`config.mk`:
```
export PLATFORM = sky130hd
export DESIGN_NAME = decimal_text_to_double_flat
export DESIGN_NICKNAME = d
export VERILOG_FILES = /design/src/hw/rtl/dtd_pkg.sv /design/src/hw/rtl/dtd_in_if.sv /design/src/hw/rtl/dtd_out_if.sv /design/src/hw/rtl/dtd_front.sv /design/src/hw/rtl/dtd_fifo.sv /design/src/hw/rtl/dtd_div.sv /design/src/hw/rtl/dtd_back.sv /design/src/hw/rtl/decimal_text_to_double.sv /design/src/flat_wrapper.sv
export SDC_FILE = /design/constraint.sdc
export NUM_CORES = 2
export LEC_CHECK = 0
export BUFFER_PORTS_ARGS = -buffer_cell sky130_fd_sc_hd__buf_2
export CORE_ASPECT_RATIO = 1.75
export CORE_UTILIZATION = 45
export CTS_BUF_LIST = sky130_fd_sc_hd__clkbuf_2
export CTS_CLUSTER_DIAMETER = 80
export CTS_CLUSTER_SIZE = 30
export DETAILED_ROUTE_END_ITERATION = 6
export GPL_TIMING_DRIVEN = 0
export PLACE_DENSITY = 0.63
export SKIP_LAST_GASP = 1
export SYNTH_ARGS = -nofsm -noshare
export SYNTH_HDL_FRONTEND = slang
export SYNTH_SLANG_ARGS = --single-unit
```
`constraint.sdc`:
```
create_clock -name clk -period 8 [get_ports clk]
set_input_delay 1.6 -clock clk [delete_from_list [all_inputs] [get_ports clk]]
set_output_delay 1.6 -clock clk [all_outputs]
set_load 0.05 [all_outputs]
```
`src/hw/rtl/dtd_pkg.sv`:
```
// Shared types, character codes and binary64 helpers for the decimal text converter.
// No dependencies; the parser, queue, divider, sequencer and top level import this package.
package dtd_pkg;

    // Character codes recognised by the parser.
    localparam logic [7:0] CH_TAB   = 8'h09;
    localparam logic [7:0] CH_CR    = 8'h0D;
    localparam logic [7:0] CH_SPACE = 8'h20;
    localparam logic [7:0] CH_PLUS  = 8'h2B;
    localparam logic [7:0] CH_MINUS = 8'h2D;
    localparam logic [7:0] CH_DOT   = 8'h2E;
    localparam logic [7:0] CH_ZERO  = 8'h30;
    localparam logic [7:0] CH_NINE  = 8'h39;
    localparam logic [7:0] CH_E     = 8'h65;

    // Binary64 constants.
    localparam logic [63:0] DBL_ZERO = 64'h0000_0000_0000_0000;
    localparam logic [63:0] DBL_ONE  = 64'h3FF0_0000_0000_0000;
    localparam logic [63:0] DBL_TEN  = 64'h4024_0000_0000_0000;
    localparam logic [63:0] DBL_QNAN = 64'h7FF8_0000_0000_0000;
    localparam logic [62:0] MAG_INF  = 63'h7FF0_0000_0000_0000;
    localparam logic [10:0] EXP_ONES = 11'h7FF;

    // Working significand: leading one at bit 55, three bits below the 53-bit mantissa.
    localparam int SIG_W    = 56;
    localparam int QUO_BITS = 56;

    // Queue between parser and arithmetic sequencer.
    localparam int QUEUE_DEPTH = 4;
    localparam int QPTR_W      = $clog2(QUEUE_DEPTH);
    localparam int QCNT_W      = $clog2(QUEUE_DEPTH + 1);

    typedef enum logic [3:0] {
        PH_WS, PH_SIGN, PH_INT, PH_DOT, PH_FRAC, PH_E, PH_ESIGN, PH_EXP, PH_DONE
    } parse_phase_t;

    typedef enum logic [2:0] {
        B_IDLE, B_DISPATCH, B_MUL, B_ADD, B_ROUND, B_DIV_WAIT, B_OUT
    } back_state_t;

    typedef enum logic [2:0] {
        J_NONE, J_MUL_M, J_ADD_M, J_MUL_P, J_EXP_MUL, J_EXP_DIV, J_FINAL
    } job_t;

    typedef enum logic [2:0] {
        D_IDLE, D_NORM, D_ITER, D_ROUND, D_DONE
    } div_state_t;

    // One queue entry: the arithmetic a single character asks for.
    typedef struct packed {
        logic        has_digit;
        logic        is_frac;
        logic [3:0]  digit;
        logic        fin;
        logic        neg;
        logic        exp_neg;
        logic [10:0] exp_cnt;
    } q_entry_t;

    // Status of the arithmetic sequencer seen by the top level.
    typedef struct packed {
        logic delivering;
        logic final_div;
    } back_stat_t;

    // Exact binary64 encoding of a decimal digit.
    function automatic logic [63:0] digit_double(input logic [3:0] d);
        logic [63:0] r;
        case (d)
            4'd1:    r = 64'h3FF0_0000_0000_0000;
            4'd2:    r = 64'h4000_0000_0000_0000;
            4'd3:    r = 64'h4008_0000_0000_0000;
            4'd4:    r = 64'h4010_0000_0000_0000;
            4'd5:    r = 64'h4014_0000_0000_0000;
            4'd6:    r = 64'h4018_0000_0000_0000;
            4'd7:    r = 64'h401C_0000_0000_0000;
            4'd8:    r = 64'h4020_0000_0000_0000;
            4'd9:    r = 64'h4022_0000_0000_0000;
            default: r = DBL_ZERO;
        endcase
        return r;
    endfunction

    // Rounds value = s / 2^55 * 2^e (s[55] set) to nearest even and packs the
    // magnitude, handling gradual underflow and overflow to infinity.
    function automatic logic [62:0] round_pack(input logic signed [12:0] e,
                                               input logic [SIG_W-1:0] s,
                                               input logic st);
        logic signed [12:0] shv;
        logic [SIG_W-1:0]   s2;
        logic [SIG_W-1:0]   mask;
        logic               st2;
        logic [10:0]        field;
        logic [62:0]        pre;
        logic               up;
        shv  = 13'sd0;
        mask = '0;
        if (e < -13'sd1022) begin
            shv = -13'sd1022 - e;
        end
        if (shv > 13'sd55) begin
            s2  = '0;
            st2 = st | (|s);
        end else begin
            mask = (56'd1 << shv[5:0]) - 56'd1;
            s2   = s >> shv[5:0];
            st2  = st | (|(s & mask));
        end
        field = (e < -13'sd1022) ? 11'd0 : 11'(e + 13'sd1023);
        pre   = {field, s2[54:3]};
        up    = s2[2] & (s2[3] | s2[1] | s2[0] | st2);
        if (e > 13'sd1023) begin
            return MAG_INF;
        end
        return pre + 63'(up);
    endfunction

endpackage

```
`src/hw/rtl/dtd_in_if.sv`:
```
// Input channel of the converter: one character per transfer.
// No dependencies.
interface dtd_in_if;
    logic       valid;
    logic       ready;
    logic [7:0] text_char;
    logic       end_of_text;

    modport source (output valid, output text_char, output end_of_text, input ready);
    modport sink   (input valid, input text_char, input end_of_text, output ready);
endinterface

```
`src/hw/rtl/dtd_out_if.sv`:
```
// Output channel of the converter: one binary64 value per transfer.
// No dependencies.
interface dtd_out_if;
    logic        valid;
    logic        ready;
    logic [63:0] value_bits;

    modport source (output valid, output value_bits, input ready);
    modport sink   (input valid, input value_bits, output ready);
endinterface

```
`src/hw/rtl/dtd_front.sv`:
```
// Character parser: walks the number grammar and queues the arithmetic each character needs.
// Depends on dtd_pkg and dtd_in_if.
module dtd_front
    import dtd_pkg::*;
#(
    parameter int EXPONENT_LIMIT = 1023
)
(
    input  logic     clk,
    input  logic     rst_n,
    dtd_in_if.sink   chars,
    input  logic     q_full,
    output logic     q_push,
    output q_entry_t q_data
);

    parse_phase_t phase_reg, phase_next;
    logic         neg_reg, neg_next;
    logic         eneg_reg, eneg_next;
    logic [10:0]  ecnt_reg, ecnt_next;
    logic         dig_int, dig_frac, taken;
    logic [7:0]   c;
    logic         is_digit;
    logic [14:0]  e_wide;
    logic         accept;

    assign c        = chars.text_char;
    assign is_digit = (c >= CH_ZERO) && (c <= CH_NINE);
    assign e_wide   = 15'(ecnt_reg) * 15'd10 + 15'(c[3:0]);

    // The grammar falls through from phase to phase until one consumes the character.
    always_comb
    begin
        phase_next = phase_reg;
        neg_next   = neg_reg;
        eneg_next  = eneg_reg;
        ecnt_next  = ecnt_reg;
        dig_int    = 1'b0;
        dig_frac   = 1'b0;
        taken      = 1'b0;
        if (phase_next == PH_WS) begin
            if (c inside {CH_SPACE, [CH_TAB:CH_CR]}) taken = 1'b1;
            else phase_next = PH_SIGN;
        end
        if (!taken && phase_next == PH_SIGN) begin
            phase_next = PH_INT;
            if (c == CH_MINUS || c == CH_PLUS) begin
                neg_next = (c == CH_MINUS);
                taken    = 1'b1;
            end
        end
        if (!taken && phase_next == PH_INT) begin
            if (is_digit) begin
                dig_int = 1'b1;
                taken   = 1'b1;
            end else begin
                phase_next = PH_DOT;
            end
        end
        if (!taken && phase_next == PH_DOT) begin
            phase_next = PH_FRAC;
            taken      = (c == CH_DOT);
        end
        if (!taken && phase_next == PH_FRAC) begin
            if (is_digit) begin
                dig_frac = 1'b1;
                taken    = 1'b1;
            end else begin
                phase_next = PH_E;
            end
        end
        if (!taken && phase_next == PH_E) begin
            phase_next = PH_ESIGN;
            taken      = (c == CH_E);
        end
        if (!taken && phase_next == PH_ESIGN) begin
            phase_next = PH_EXP;
            if (c == CH_MINUS || c == CH_PLUS) begin
                eneg_next = (c == CH_MINUS);
                taken     = 1'b1;
            end
        end
        if (!taken && phase_next == PH_EXP) begin
            if (is_digit) begin
                ecnt_next = (e_wide > 15'(EXPONENT_LIMIT)) ? 11'(EXPONENT_LIMIT)
                                                           : 11'(e_wide);
            end else begin
                phase_next = PH_DONE;
            end
            taken = 1'b1;
        end
        if (!taken) begin
            phase_next = PH_DONE;
        end
    end

    assign chars.ready = !q_full;
    assign accept      = chars.valid && chars.ready;
    assign q_push      = accept && (dig_int || dig_frac || chars.end_of_text);

    always_comb
    begin
        q_data.has_digit = dig_int || dig_frac;
        q_data.is_frac   = dig_frac;
        q_data.digit     = c[3:0];
        q_data.fin       = chars.end_of_text;
        q_data.neg       = neg_next;
        q_data.exp_neg   = eneg_next;
        q_data.exp_cnt   = ecnt_next;
    end

    always_ff @(posedge clk or negedge rst_n)
    begin
        if (!rst_n) begin
            phase_reg <= PH_WS;
            neg_reg   <= 1'b0;
            eneg_reg  <= 1'b0;
            ecnt_reg  <= '0;
        end else if (accept) begin
            if (chars.end_of_text) begin
                phase_reg <= PH_WS;
                neg_reg   <= 1'b0;
                eneg_reg  <= 1'b0;
                ecnt_reg  <= '0;
            end else begin
                phase_reg <= phase_next;
                neg_reg   <= neg_next;
                eneg_reg  <= eneg_next;
                ecnt_reg  <= ecnt_next;
            end
        end
    end

endmodule

```
`src/hw/rtl/dtd_fifo.sv`:
```
// Short queue of parsed work entries between the parser and the arithmetic sequencer.
// Depends on dtd_pkg.
module dtd_fifo
    import dtd_pkg::*;
(
    input  logic     clk,
    input  logic     rst_n,
    input  logic     push,
    input  q_entry_t push_data,
    output logic     full,
    input  logic     pop,
    output q_entry_t pop_data,
    output logic     empty
);

    q_entry_t            mem [QUEUE_DEPTH];
    logic [QPTR_W-1:0]   wr_ptr_reg, rd_ptr_reg;
    logic [QCNT_W-1:0]   count_reg;

    assign full     = (count_reg == QCNT_W'(QUEUE_DEPTH));
    assign empty    = (count_reg == '0);
    assign pop_data = mem[rd_ptr_reg];

    always_ff @(posedge clk)
    begin
        if (push) begin
            mem[wr_ptr_reg] <= push_data;
        end
    end

    always_ff @(posedge clk or negedge rst_n)
    begin
        if (!rst_n) begin
            wr_ptr_reg <= '0;
            rd_ptr_reg <= '0;
            count_reg  <= '0;
        end else begin
            if (push) wr_ptr_reg <= wr_ptr_reg + 1'b1;
            if (pop)  rd_ptr_reg <= rd_ptr_reg + 1'b1;
            if (push && !pop)      count_reg <= count_reg + 1'b1;
            else if (pop && !push) count_reg <= count_reg - 1'b1;
        end
    end

endmodule

```
`src/hw/rtl/dtd_div.sv`:
```
// Iterative binary64 divider for non-negative operands, one quotient bit per cycle.
// Depends on dtd_pkg.
module dtd_div
    import dtd_pkg::*;
(
    input  logic        clk,
    input  logic        rst_n,
    input  logic        start,
    input  logic [63:0] a,
    input  logic [63:0] b,
    input  logic        neg,
    output logic        done,
    output logic [63:0] q
);

    div_state_t         state_reg, state_next;
    logic [52:0]        ma_reg, mb_reg;
    logic signed [12:0] ea_reg, eb_reg, e_reg;
    logic [53:0]        rem_reg;
    logic [SIG_W-1:0]   quo_reg;
    logic [5:0]         cnt_reg;
    logic               neg_reg;
    logic [63:0]        res_reg;

    logic               a_zero, b_zero, a_inf, b_inf, special;
    logic [53:0]        diff;
    logic               qbit;

    assign a_zero  = (a[62:0] == '0);
    assign b_zero  = (b[62:0] == '0);
    assign a_inf   = (a[62:52] == EXP_ONES);
    assign b_inf   = (b[62:52] == EXP_ONES);
    assign special = a_zero || b_zero || a_inf || b_inf;
    assign diff    = rem_reg - {1'b0, mb_reg};
    assign qbit    = (rem_reg >= {1'b0, mb_reg});

    always_comb
    begin
        state_next = state_reg;
        case (state_reg)
            D_IDLE:  if (start) state_next = special ? D_DONE : D_NORM;
            D_NORM:  if (ma_reg[52] && mb_reg[52]) state_next = D_ITER;
            D_ITER:  if (cnt_reg == 6'(QUO_BITS - 1)) state_next = D_ROUND;
            D_ROUND: state_next = D_DONE;
            D_DONE:  state_next = D_IDLE;
            default: state_next = D_IDLE;
        endcase
    end

    always_comb
    begin
        done = (state_reg == D_DONE);
        q    = res_reg;
    end

    always_ff @(posedge clk or negedge rst_n)
    begin
        if (!rst_n) begin
            state_reg <= D_IDLE;
        end else begin
            state_reg <= state_next;
        end
    end

    // The result stays in res_reg until the next start, so a held output can still read it.
    always_ff @(posedge clk)
    begin
        case (state_reg)
            D_IDLE:
            begin
                if (start) begin
                    neg_reg <= neg;
                    ma_reg  <= {a[62:52] != 11'd0, a[51:0]};
                    mb_reg  <= {b[62:52] != 11'd0, b[51:0]};
                    ea_reg  <= (a[62:52] == 11'd0) ? -13'sd1022
                                                   : $signed({2'b00, a[62:52]}) - 13'sd1023;
                    eb_reg  <= (b[62:52] == 11'd0) ? -13'sd1022
                                                   : $signed({2'b00, b[62:52]}) - 13'sd1023;
                    // Zero over zero and infinity over infinity give the canonical NaN.
                    if ((a_zero && b_zero) || (a_inf && b_inf)) res_reg <= DBL_QNAN;
                    else if (a_inf || b_zero)                   res_reg <= {neg, MAG_INF};
                    else                                        res_reg <= {neg, 63'd0};
                end
            end
            D_NORM:
            begin
                if (ma_reg[52] && mb_reg[52]) begin
                    if (ma_reg < mb_reg) begin
                        rem_reg <= {ma_reg, 1'b0};
                        e_reg   <= ea_reg - eb_reg - 13'sd1;
                    end else begin
                        rem_reg <= {1'b0, ma_reg};
                        e_reg   <= ea_reg - eb_reg;
                    end
                    cnt_reg <= '0;
                end else begin
                    if (!ma_reg[52]) begin
                        ma_reg <= {ma_reg[51:0], 1'b0};
                        ea_reg <= ea_reg - 13'sd1;
                    end
                    if (!mb_reg[52]) begin
                        mb_reg <= {mb_reg[51:0], 1'b0};
                        eb_reg <= eb_reg - 13'sd1;
                    end
                end
            end
            D_ITER:
            begin
                rem_reg <= qbit ? {diff[52:0], 1'b0} : {rem_reg[52:0], 1'b0};
                quo_reg <= {quo_reg[SIG_W-2:0], qbit};
                cnt_reg <= cnt_reg + 6'd1;
            end
            D_ROUND:
            begin
                res_reg <= {neg_reg, round_pack(e_reg, quo_reg, rem_reg != '0)};
            end
            default:
            begin
            end
        endcase
    end

endmodule

```
`src/hw/rtl/dtd_back.sv`:
```
// Arithmetic sequencer: runs the queued digit updates, the exponent loop and the final division.
// Depends on dtd_pkg, dtd_out_if and dtd_div.
module dtd_back
    import dtd_pkg::*;
(
    input  logic       clk,
    input  logic       rst_n,
    input  logic       q_empty,
    input  q_entry_t   q_data,
    output logic       q_pop,
    dtd_out_if.source  values,
    output back_stat_t stat
);

    back_state_t        state_reg, state_next;
    job_t               job;
    q_entry_t           ent_reg;
    logic [63:0]        m_reg, p_reg;
    logic               mul_m_reg, add_m_reg, mul_p_reg, fin_div_reg, final_run_reg;
    logic [10:0]        cnt_reg;
    logic               tgt_p_reg;
    logic signed [12:0] pre_e_reg;
    logic [SIG_W-1:0]   pre_s_reg;
    logic               pre_st_reg, pre_sp_reg;
    logic [63:0]        pre_bits_reg;
    logic               out_valid_reg;
    logic [63:0]        out_bits_reg;

    logic               div_start, div_done, div_neg, out_load;
    logic [63:0]        div_a, div_b, div_q;

    // Multiply by ten, add a digit: pre-rounding results.
    logic [63:0]        mx;
    logic signed [12:0] mx_e0, ax_e0, ash;
    logic [56:0]        prod, sum;
    logic [SIG_W-1:0]   dsig, dal, dmask;
    logic               dlost;
    logic               mul_sp, add_sp;
    logic [63:0]        mul_bits, add_bits;
    logic signed [12:0] mul_e, add_e;
    logic [SIG_W-1:0]   mul_s, add_s;
    logic               mul_st, add_st;
    logic [63:0]        rounded;

    dtd_div u_div (
        .clk   (clk),
        .rst_n (rst_n),
        .start (div_start),
        .a     (div_a),
        .b     (div_b),
        .neg   (div_neg),
        .done  (div_done),
        .q     (div_q)
    );

    always_comb
    begin
        mx       = tgt_p_reg ? p_reg : m_reg;
        mx_e0    = $signed({2'b00, mx[62:52]}) - 13'sd1023;
        prod     = ({4'b0, 1'b1, mx[51:0]} << 3) + ({4'b0, 1'b1, mx[51:0]} << 1);
        mul_sp   = (mx[62:52] == 11'd0) || (mx[62:52] == EXP_ONES);
        mul_bits = (mx[62:52] == 11'd0) ? DBL_ZERO : {1'b0, MAG_INF};
        if (prod[56]) begin
            mul_s  = prod[56:1];
            mul_st = prod[0];
            mul_e  = mx_e0 + 13'sd4;
        end else begin
            mul_s  = prod[55:0];
            mul_st = 1'b0;
            mul_e  = mx_e0 + 13'sd3;
        end
    end

    // The addend is never larger than the running value once that is non-zero.
    always_comb
    begin
        ax_e0 = $signed({2'b00, m_reg[62:52]}) - 13'sd1023;
        ash   = ax_e0 - 13'sd3;
        dsig  = {ent_reg.digit, 52'd0};
        dmask = '0;
        if (ash > 13'sd55) begin
            dal   = '0;
            dlost = 1'b1;
        end else begin
            dmask = (56'd1 << ash[5:0]) - 56'd1;
            dal   = dsig >> ash[5:0];
            dlost = |(dsig & dmask);
        end
        sum      = {1'b0, 1'b1, m_reg[51:0], 3'b000} + {1'b0, dal};
        add_sp   = (m_reg[62:52] == EXP_ONES) || (ent_reg.digit == 4'd0) ||
                   (m_reg[62:52] == 11'd0);
        add_bits = (m_reg[62:52] == EXP_ONES) ? {1'b0, MAG_INF} :
                   (ent_reg.digit == 4'd0)    ? m_reg : digit_double(ent_reg.digit);
        if (sum[56]) begin
            add_s  = sum[56:1];
            add_st = dlost | sum[0];
            add_e  = ax_e0 + 13'sd1;
        end else begin
            add_s  = sum[55:0];
            add_st = dlost;
            add_e  = ax_e0;
        end
    end

    assign rounded = pre_sp_reg ? pre_bits_reg
                                : {1'b0, round_pack(pre_e_reg, pre_s_reg, pre_st_reg)};

    // Work selection: digit update first, then the exponent loop, then the final division.
    always_comb
    begin
        if (mul_m_reg)                          job = J_MUL_M;
        else if (add_m_reg)                     job = J_ADD_M;
        else if (mul_p_reg)                     job = J_MUL_P;
        else if (ent_reg.fin && cnt_reg != '0)  job = ent_reg.exp_neg ? J_EXP_MUL : J_EXP_DIV;
        else if (ent_reg.fin && fin_div_reg)    job = J_FINAL;
        else                                    job = J_NONE;
    end

    always_comb
    begin
        state_next = state_reg;
        case (state_reg)
            B_IDLE:     if (!q_empty) state_next = B_DISPATCH;
            B_DISPATCH:
            begin
                case (job)
                    J_MUL_M, J_MUL_P, J_EXP_MUL: state_next = B_MUL;
                    J_ADD_M:                     state_next = B_ADD;
                    J_EXP_DIV, J_FINAL:          state_next = B_DIV_WAIT;
                    default:                     state_next = B_IDLE;
                endcase
            end
            B_MUL, B_ADD: state_next = B_ROUND;
            B_ROUND:      state_next = B_DISPATCH;
            B_DIV_WAIT:   if (div_done) state_next = final_run_reg ? B_OUT : B_DISPATCH;
            B_OUT:        if (!out_valid_reg || values.ready) state_next = B_IDLE;
            default:      state_next = B_IDLE;
        endcase
    end

    always_comb
    begin
        q_pop           = (state_reg == B_IDLE) && !q_empty;
        div_start       = (state_reg == B_DISPATCH) && (job == J_EXP_DIV || job == J_FINAL);
        div_a           = (job == J_FINAL) ? m_reg : p_reg;
        div_b           = (job == J_FINAL) ? p_reg : DBL_TEN;
        div_neg         = (job == J_FINAL) && ent_reg.neg;
        out_load        = (state_reg == B_OUT) && (!out_valid_reg || values.ready);
        stat.delivering = (state_reg == B_OUT);
        stat.final_div  = (state_reg == B_DIV_WAIT) && final_run_reg;
        values.valid      = out_valid_reg;
        values.value_bits = out_bits_reg;
    end

    always_ff @(posedge clk or negedge rst_n)
    begin
        if (!rst_n) begin
            state_reg     <= B_IDLE;
            m_reg         <= DBL_ZERO;
            p_reg         <= DBL_ONE;
            mul_m_reg     <= 1'b0;
            add_m_reg     <= 1'b0;
            mul_p_reg     <= 1'b0;
            fin_div_reg   <= 1'b0;
            final_run_reg <= 1'b0;
            cnt_reg       <= '0;
            tgt_p_reg     <= 1'b0;
            out_valid_reg <= 1'b0;
        end else begin
            state_reg <= state_next;
            if (out_load)          out_valid_reg <= 1'b1;
            else if (values.ready) out_valid_reg <= 1'b0;
            case (state_reg)
                B_IDLE:
                begin
                    if (!q_empty) begin
                        mul_m_reg     <= q_data.has_digit;
                        add_m_reg     <= q_data.has_digit;
                        mul_p_reg     <= q_data.has_digit && q_data.is_frac;
                        fin_div_reg   <= q_data.fin;
                        final_run_reg <= 1'b0;
                        cnt_reg       <= q_data.exp_cnt;
                    end
                end
                B_DISPATCH:
                begin
                    case (job)
                        J_MUL_M:
                        begin
                            mul_m_reg <= 1'b0;
                            tgt_p_reg <= 1'b0;
                        end
                        J_ADD_M:   add_m_reg <= 1'b0;
                        J_MUL_P:
                        begin
                            mul_p_reg <= 1'b0;
                            tgt_p_reg <= 1'b1;
                        end
                        J_EXP_MUL:
                        begin
                            cnt_reg   <= cnt_reg - 11'd1;
                            tgt_p_reg <= 1'b1;
                        end
                        J_EXP_DIV: cnt_reg <= cnt_reg - 11'd1;
                        J_FINAL:
                        begin
                            fin_div_reg   <= 1'b0;
                            final_run_reg <= 1'b1;
                        end
                        default:
                        begin
                        end
                    endcase
                end
                B_ADD:      tgt_p_reg <= 1'b0;
                B_ROUND:
                begin
                    if (tgt_p_reg) p_reg <= rounded;
                    else           m_reg <= rounded;
                end
                B_DIV_WAIT: if (div_done && !final_run_reg) p_reg <= div_q;
                B_OUT:
                begin
                    if (out_load) begin
                        m_reg <= DBL_ZERO;
                        p_reg <= DBL_ONE;
                    end
                end
                default:
                begin
                end
            endcase
        end
    end

    always_ff @(posedge clk)
    begin
        if (state_reg == B_IDLE && !q_empty) begin
            ent_reg <= q_data;
        end
        if (state_reg == B_MUL) begin
            pre_sp_reg   <= mul_sp;
            pre_bits_reg <= mul_bits;
            pre_e_reg    <= mul_e;
            pre_s_reg    <= mul_s;
            pre_st_reg   <= mul_st;
        end else if (state_reg == B_ADD) begin
            pre_sp_reg   <= add_sp;
            pre_bits_reg <= add_bits;
            pre_e_reg    <= add_e;
            pre_s_reg    <= add_s;
            pre_st_reg   <= add_st;
        end
        if (out_load) begin
            out_bits_reg <= div_q;
        end
    end

endmodule

```
`src/hw/rtl/decimal_text_to_double.sv`:
```
// Top level of the decimal text to binary64 converter.
// Depends on dtd_pkg, dtd_in_if, dtd_out_if, dtd_front, dtd_fifo and dtd_back.
//
//   Channel   Direction  Carries                           Transfer happens when
//   chars     in         text_char[7:0], end_of_text       chars.valid && chars.ready
//   values    out        value_bits[63:0] (IEEE binary64)  values.valid && values.ready
//
// The parser takes one character per cycle while the four-entry queue has room.
// Each integer digit passes through the sequencer's shared multiply-by-ten, add and rounding
// steps, and a fraction digit also through a multiply-by-ten and rounding of the divisor.
// The last character adds, per exponent step, a multiply by ten for a negative exponent or
// a division by ten for a positive one, plus the final division (bit-serial divider).
// Reset is asynchronous and active low; it clears the parser, queue and sequencer.
// A waiting result stalls the sequencer only once the next final division has finished.
module decimal_text_to_double
    import dtd_pkg::*;
#(
    parameter int EXPONENT_LIMIT = 1023
)
(
    input  logic      clk,
    input  logic      rst_n,
    dtd_in_if.sink    chars,
    dtd_out_if.source values
);

    logic       q_push, q_pop, q_full, q_empty;
    q_entry_t   q_wdata, q_rdata;
    back_stat_t bk_stat;

    // The front end classifies each character and records what arithmetic it needs.
    dtd_front #(
        .EXPONENT_LIMIT (EXPONENT_LIMIT)
    ) u_front (
        .clk    (clk),
        .rst_n  (rst_n),
        .chars  (chars),
        .q_full (q_full),
        .q_push (q_push),
        .q_data (q_wdata)
    );

    // The queue decouples the one-character-per-cycle parser from the slower arithmetic.
    dtd_fifo u_fifo (
        .clk       (clk),
        .rst_n     (rst_n),
        .push      (q_push),
        .push_data (q_wdata),
        .full      (q_full),
        .pop       (q_pop),
        .pop_data  (q_rdata),
        .empty     (q_empty)
    );

    // The back end carries out the rounded double operations in the required order.
    dtd_back u_back (
        .clk     (clk),
        .rst_n   (rst_n),
        .q_empty (q_empty),
        .q_data  (q_rdata),
        .q_pop   (q_pop),
        .values  (values),
        .stat    (bk_stat)
    );

    // The parser must never write into a full queue.
    a_no_overflow: assert property (@(posedge clk) disable iff (!rst_n)
        q_push |-> !q_full)
        else $error("queue written while full");

    // The sequencer must never take an entry from an empty queue.
    a_no_underflow: assert property (@(posedge clk) disable iff (!rst_n)
        q_pop |-> !q_empty)
        else $error("queue read while empty");

    // A new result is only presented after the sequencer's delivery step.
    a_result_source: assert property (@(posedge clk) disable iff (!rst_n)
        $rose(values.valid) |-> $past(bk_stat.delivering))
        else $error("result appeared without delivery");

    // Delivery is only ever entered from the final division.
    a_delivery_order: assert property (@(posedge clk) disable iff (!rst_n)
        $rose(bk_stat.delivering) |-> $past(bk_stat.final_div))
        else $error("delivery without final division");

endmodule

```
`src/flat_wrapper.sv`:
```
// flat-port wrapper written by rule: the top's interface ports become plain ports
module decimal_text_to_double_flat import dtd_pkg::*;
#(
    parameter int EXPONENT_LIMIT = 1023
)
  (clk, rst_n, chars_valid, chars_text_char, chars_end_of_text, chars_ready, values_valid, values_value_bits, values_ready);
  dtd_in_if chars_i ();
  dtd_out_if values_i ();
  input  logic clk;
  input  logic rst_n;
  input wire logic [$bits(chars_i.valid)-1:0] chars_valid;
  input wire logic [$bits(chars_i.text_char)-1:0] chars_text_char;
  input wire logic [$bits(chars_i.end_of_text)-1:0] chars_end_of_text;
  output wire logic [$bits(chars_i.ready)-1:0] chars_ready;
  output wire logic [$bits(values_i.valid)-1:0] values_valid;
  output wire logic [$bits(values_i.value_bits)-1:0] values_value_bits;
  input wire logic [$bits(values_i.ready)-1:0] values_ready;
  assign chars_i.valid = chars_valid;
  assign chars_i.text_char = chars_text_char;
  assign chars_i.end_of_text = chars_end_of_text;
  assign chars_ready = chars_i.ready;
  assign values_valid = values_i.valid;
  assign values_value_bits = values_i.value_bits;
  assign values_i.ready = values_ready;
  decimal_text_to_double #(.EXPONENT_LIMIT(EXPONENT_LIMIT)) u_core (.clk(clk), .rst_n(rst_n), .chars(chars_i), .values(values_i));
endmodule
```
==> summary.md, run 1 <==
| Metric | Value |
|---|---|
| Result of the run | stopped before the end |
| Terminating stage of the flow | global routing |
| First error message | [ERROR GRT-0116] Global routing finished with congestion. Check the congestion regions in the DRC Viewer. |
| Port Buffer Count | 78 |
| Overall fraction of global-route tracks in use | 62.68% |
| Die outline width | approximately 290 µm |
| FF+latch count, synth | around 790 |
| Sinks on the clock net | about 790 |
| Area after DPL | just under 70000 µm² |
| Total congestion overflow after global routing | between 600 and 700 |
| Half-perimeter wire length after detailed placement | about 320 mm |
| GP Congestion | around 1.2 |
| Unique cell type count in the Yosys netlist | 115 |
| Num CTS Buffers | 38 |
| Buffers from clock root to sink, at most | 3 |
| Vertical die dimension | between 500 and 600 µm |
| Maximum number of pins on one net before global-route repair | 110 |
| Share of synthesized area occupied by flip-flops and latches | 34.74% |
| Synth Area per Inst | between 8 and 9 µm² |
| Post-Synthesis Cells | about 7800 |
| Wire length of the first global-routing pass | 676.7 mm |
| Floorplan row count | 185 |
| Synthesized net count | about 8100 |
| Number of enable-type register cells in the synthesized netlist | ~610 |
| Effective utilization at floorplan | 45.33% |
| Via count of the first global-routing pass | 80240 |
| Number of top-level design ports | 79 |
| Root buffer cell | sky130_fd_sc_hd__clkbuf_2 |
| Mapped cell area | between 60000 and 70000 µm² |
| Async set or reset register ratio after synthesis | between 20% and 30% |
| Warning count from the yosys run | 0 |
| Top FF cell, synth | sky130_fd_sc_hd__edfxtp_1 |
| Deepest level of the CTS H-tree | 2 |
[cell families after synthesis]
| group | synth area share, % |
|---|---|
| AOI/OAI and AO/OA | 23.53 |
| xor gates and xnor gates | 5.192 |
| adders and majority gates | 5.592 |
| buffers and inverters | 4.293 |
| DFF | 34.74 |
| muxes | 5.004 |
| and+or+nand+nor | 21.65 |
[timing repair]
item | 4_1_cts
hold buffers | 1
pin swaps | 7
setup endpoints to repair | 236
buffers inserted | 11
gates resized for setup | 165
endpoints found under the hold margin | 17
[Yosys cell counts (all sizes together) (35+ instances only)]
cell type | instances | area, µm²
a211oi | 129 | 983.4
edfxtp | 611 | 18350
o31ai | 47 | 371.6
a221oi | 47 | 424.2
mux4 | 37 | 833.3
xor2 | 147 | 1287
clkbuf | 385 | 1448
ha | 282 | 3528
buf | 122 | 625.6
nor4 | 119 | 812.0
nor2b | 69 | 431.7
o21ai | 480 | 2414
and3 | 157 | 982.2
or2 | 38 | 237.7
dfrtp | 164 | 4104
o211ai | 131 | 988.5
o22ai | 59 | 369.1
nor3 | 229 | 1191
o21bai | 37 | 277.8
o221ai | 38 | 339.1
mux2i | 141 | 1411
or3 | 51 | 324.1
a21oi | 563 | 2829
nand3 | 333 | 1672
xnor2 | 243 | 2128
nand4 | 100 | 625.6
nand2 | 975 | 3665
mux2 | 93 | 1047
a22o | 68 | 595.6
inv | 196 | 735.7
nor2 | 668 | 2520
a21o | 129 | 968.4
a31oi | 210 | 1314
and2 | 57 | 356.6
o21a | 35 | 262.8
a22oi | 54 | 405.4
a32oi | 60 | 525.5
nand2b | 83 | 519.3
[per-stage QoR]
stage          std cells  setup WS, ns  util, %  setup TNS, ns
4_1_cts             9845      -0.01450    48.44       -0.01450
2_1_floorplan       7789        0.5844        -              0
3_5_place_dp        9766        -2.735    47.56        -323.78
3_3_place_gp        9737        -2.655    47.21        -541.35
[routing by layer]
metal  overflow  global-route usage [%]
met2        385                   86.74
met4        271                   61.43
met3          5                   37.98
met1          1                   63.03
met5          0                   11.80
==> inputs of run 2 (changes only) <==
--- a/config.mk
+++ b/config.mk
@@ -6,14 +6,10 @@
 export NUM_CORES = 2
 export LEC_CHECK = 0
 export BUFFER_PORTS_ARGS = -buffer_cell sky130_fd_sc_hd__buf_2
-export CORE_ASPECT_RATIO = 1.75
-export CORE_UTILIZATION = 45
-export CTS_BUF_LIST = sky130_fd_sc_hd__clkbuf_2
-export CTS_CLUSTER_DIAMETER = 80
-export CTS_CLUSTER_SIZE = 30
+export CORE_UTILIZATION = 30
 export DETAILED_ROUTE_END_ITERATION = 6
 export GPL_TIMING_DRIVEN = 0
-export PLACE_DENSITY = 0.63
+export PLACE_DENSITY_LB_ADDON = 0.15
 export SKIP_LAST_GASP = 1
 export SYNTH_ARGS = -nofsm -noshare
 export SYNTH_HDL_FRONTEND = slang
==> constraint.sdc (replaced) <==
create_clock -name clk -period 10.4 [get_ports clk]
set_input_delay 2.08 -clock clk [delete_from_list [all_inputs] [get_ports clk]]
set_output_delay 2.08 -clock clk [all_outputs]
set_load 0.05 [all_outputs]
==> summary.md, run 2 <==
| Metric | Value |
|---|---|
| Result of the run | finished, violations left |
| Failing checks | design-rule violations, max-capacitance violations, max-slew violations |
| Standard cell with the maximum stage delay on the critical path | sky130_fd_sc_hd__mux2i_1 |
| Clk Latency, worst-skew pair | around 0.73 ns |
| Post-synthesis adder-cell area fraction | between 5 and 6% |
| Most frequent standard cell in the layout excluding fill and tap cells | sky130_fd_sc_hd__nand2_1 |
| Switching Share | ~57% |
| Largest family of logic cells by synthesized area | compound AO/OA/AOI/OAI gates |
| Vertical die dimension | ~470 µm |
| Proportion of netlist area held by the largest area contributor | between 20% and 30% |
| Net switching power of the design | 15.41 mW |
| Unique cell type count in the Yosys netlist | between 100 and 150 |
| Largest register FFs | 80 |
| GP Congestion | 1.066 |
| Cell breakdown of the critical path | clkbuf_1 > inv_1 > clkbuf_1 > clkbuf_2 > ha_1 > or3b_2 > o31a_1 > a21o_1 > nand2_1 > buf_2 > buf_2 > buf_2 > clkdlybuf4s15_1 > o32ai_1 > nor4_2 > nand2_2 > nor4_4 > nand4_1 > clkbuf_1 > nor3_1 > mux2i_1 > a32oi_1 > o21ai_0 |
| Worst supply voltage drop on vdd | 0.1509 mV |
| Deepest level of the CTS H-tree | 3 |
| Antenna violations before repair | 26 |
| Max incr delay on CP | roughly 0.86 ns |
| Setup repair after global routing missed its margin | no |
| Worst clock skew on the final layout | 0.03837 ns |
| Warning count from the yosys run | 0 |
| Maximum achievable frequency | 0.09863 GHz |
| Worst hold path startpoint | u_core.u_back.cnt_reg[6] |
| Clk pin slew, worst setup/hold paths | around 0.060 ns |
| Via count of the first global-routing pass | ~65000 |
| Vias per cell | 6.392 |
| Total congestion overflow after global routing | 0 |
| Mapped cell area | 65780 µm² |
| Tightest Hold Check Type | reg2reg |
| DRC violations left | 4 |
| Portion of the clock cycle consumed by the worst path in the final layout | a little over nine tenths |
| Number of failing setup endpoints in the final timing report | 0 |
| Antenna Nets Post-Route | 0 |
| Share of final-layout standard cells stronger than drive strength 1 | around 7.6% |
| WL final | 376.8 mm |
| Sinks on the clock net | 792 |
| Number of top-level design ports | 79 |
| Detailed-router iteration count before antenna repair | 7 |
| Final count of pins violating max slew | 4 |
| Wire length of the first global-routing pass | about 520 mm |
| Fin Hold WS | around 0.5 ns |
| Register ranked first by flip-flop count | u_core.u_fifo.mem |
| Critical path peak fanout | 11 |
| Buffers from clock root to sink, at most | 3 |
| Core footprint | approximately 220000 µm² |
| Largest area contributor in the netlist | sky130_fd_sc_hd__edfxtp_1 |
| Endpoint of the lowest-slack register-to-register path | u_core.u_back.p_reg[62] |
| Maximum number of pins on one net before global-route repair | 110 |
| Area share of and/or/nand/nor cells after synthesis | a little over a fifth |
| Port Buffer Count | 78 |
| Multiplexer share of the synthesized area | under 10% |
| Most frequent cell after synthesis | sky130_fd_sc_hd__nand2_1 |
| Half-perimeter wire length after detailed placement | ~300 mm |
| First element of the critical path | u_core.u_back.pre_e_reg[0] |
| Clock share of power | roughly an eighth |
| Worst Hold Depth | 2 |
| Number of enable-type register cells in the synthesized netlist | around 610 |
| Register-to-Register Setup Slack | between 0.2 and 0.3 ns |
| Endpoints failing hold | 0 |
| Xor and xnor area share after synthesis | 5.192% |
| Relative contribution of combinational cells to total power | around 64% |
| FF+latch count, synth | ~790 |
| Top cell types by occurrence after synthesis | sky130_fd_sc_hd__nand2_1, sky130_fd_sc_hd__nor2_1, sky130_fd_sc_hd__edfxtp_1 |
| Post-synthesis compound-gate area fraction | a little under a quarter |
| P&R area growth vs syn | 11.58% |
| Part of the total power dissipated in sequential elements | between 20% and 30% |
| Transition time at the pin with the least slew margin | ~1.6 ns |
| Top library cells by usage in the layout, fill and taps aside | sky130_fd_sc_hd__nand2_1, sky130_fd_sc_hd__nor2_1, sky130_fd_sc_hd__edfxtp_1, sky130_fd_sc_hd__a21oi_1, sky130_fd_sc_hd__o21ai_0 |
| Die outline width | around 470 µm |
| Num CTS Buffers | 90 |
| Synthesized net count | ~8100 |
| Layout net count | approximately 8300 |
| Effective utilization at floorplan | around 30% |
| Total via count after detailed routing | roughly 70000 |
| Relative max-transition margin | -4.245% |
| Post-Synthesis Cells | slightly below 8000 |
| Worst Setup End Kind | flip-flop |
| Synth Area per Inst | approximately 8.4 µm² |
| Hold-critical path endpoint | u_core.u_back.cnt_reg[6] |
| Signal arrival time at the worst endpoint | ~11 ns |
| Root buffer cell | sky130_fd_sc_hd__clkbuf_16 |
| Final period demand of the worst path | around 10 ns |
| Top FF cell, synth | sky130_fd_sc_hd__edfxtp_1 |
| Async set or reset register ratio after synthesis | 21.97% |
| Data required time of the critical path | 11.04 ns |
| Die Area | roughly 220000 µm² |
| Kind of start point of the critical path | flip-flop |
| Number of non-filler instances in the completed layout | between 10000 and 15000 |
| CTS tree | yes |
| Internal | roughly 12 mW |
| Placed cell count | between 10000 and 15000 |
| Share of synthesized area occupied by flip-flops and latches | a little over a third |
| Main area contributors after synthesis | sky130_fd_sc_hd__edfxtp_1, sky130_fd_sc_hd__dfrtp_1, sky130_fd_sc_hd__nand2_1, sky130_fd_sc_hd__ha_1, sky130_fd_sc_hd__a21oi_1 |
| Worst reg2reg path startpoint | u_core.u_back.pre_e_reg[0] |
| Number of DRC markers in iteration 0 | 9576 |
| Total power divided by cell area | around 370 nW/µm² |
| Overall fraction of global-route tracks in use | roughly a third |
| Category of the critical setup timing path | reg2reg |
| Leakage | around 27 nW |
| Logic depth of the worst register-to-register path | 23 |
| Maximum Capacitance Violations | 2 |
| Floorplan row count | between 150 and 200 |
| Mean routed wirelength per cell | 34.49 µm |
-- run 2: cell counts after synthesis --
No cell type changed its count.
-- run 2: worst max-delay path by stage --
stage                                          end  slack [ns]  cells after the start
floorplan           u_core.u_back.pre_bits_reg[54]        2.16                      6
global placement        u_core.u_back.pre_e_reg[5]       -5.25                      5
detailed placement     u_core.u_back.pre_s_reg[50]       -0.56                     34
CTS                     u_core.u_back.pre_e_reg[5]        0.04                     34
global route            u_core.u_back.pre_e_reg[5]        0.02                     34
finish                     u_core.u_back.p_reg[62]        0.26                     23
-- run 2: final cells by class --
cell class	count	area [µm²]
inverters	200	753.2
fillers	22850	144200
plain buffers	507	2095
clock inverters	40	431.7
well taps	2854	3571
multi-input cells	6290	40340
clock buffers	125	2474
flip-flops and latches	792	22850
repair buffers	106	860.8
diodes	12	30.03
-- run 2: worst max-delay path: cells and delay by family (launching register included) --
kind,cells,cell delay (ns)
AND/OR/NAND/NOR,7,2.83
buffers and inverters,9,4.12
flip-flops,1,0.59
AO/OA/AOI/OAI,5,1.38
multiplexers,1,0.86
adder cells (fa/ha/maj),1,0.22
-- run 2: metrics by stage --
stage                     setup TNS, ns  setup slack [ns]  utilization (%)  power [mW]  area [µm²]
final                                 0            0.2613            33.74       26.97       73410
after global routing                  0           0.02126            33.72       27.94       73380
after CTS                             0           0.03554            33.66       26.18       73240
after detailed placement         -12.83           -0.5631            32.32       22.84       70320
after global placement          -529.42            -5.250            32.05       22.89       69750
after floorplan                       0             2.161                -       15.70       65780
-- run 2: power groups by stage --
stage               Clock (mW)  Combinational [mW]  Sequential, mW
floorplan                    0                10.4            5.29
global placement             0                16.4            6.49
detailed placement           0                16.4            6.40
CTS                       3.29                16.5            6.34
global route              3.41                18.1            6.39
finish                    3.25                17.2            6.46
-- run 2: cells by family after synthesis --
logic type,after synthesis
adders and majority gates,290
muxes,271
DFF,792
AOI/OAI and AO/OA,2353
buffers and inverters,707
xor gates and xnor gates,390
and+or+nand+nor,2986
-- run 2: repair_timing --
item                                    4_1_cts  5_1_grt
setup buffers                                 0        0
resized for setup                             6       29
endpoints found under the setup margin       48       62
hold buffers                                  0        0
-- run 2: layer usage --
layer / GRT usage (%) / vias up / part of all wire, %
met5: 0 / - / 0.016
met4: 18.21 / 10 / 6.5
met3: 8.502 / 978 / 10
met2: 49.96 / 4290 / 43
met1: 41.68 / 34770 / 40
li1: - / 29800 / -
(Power assumes the default switching activity.)
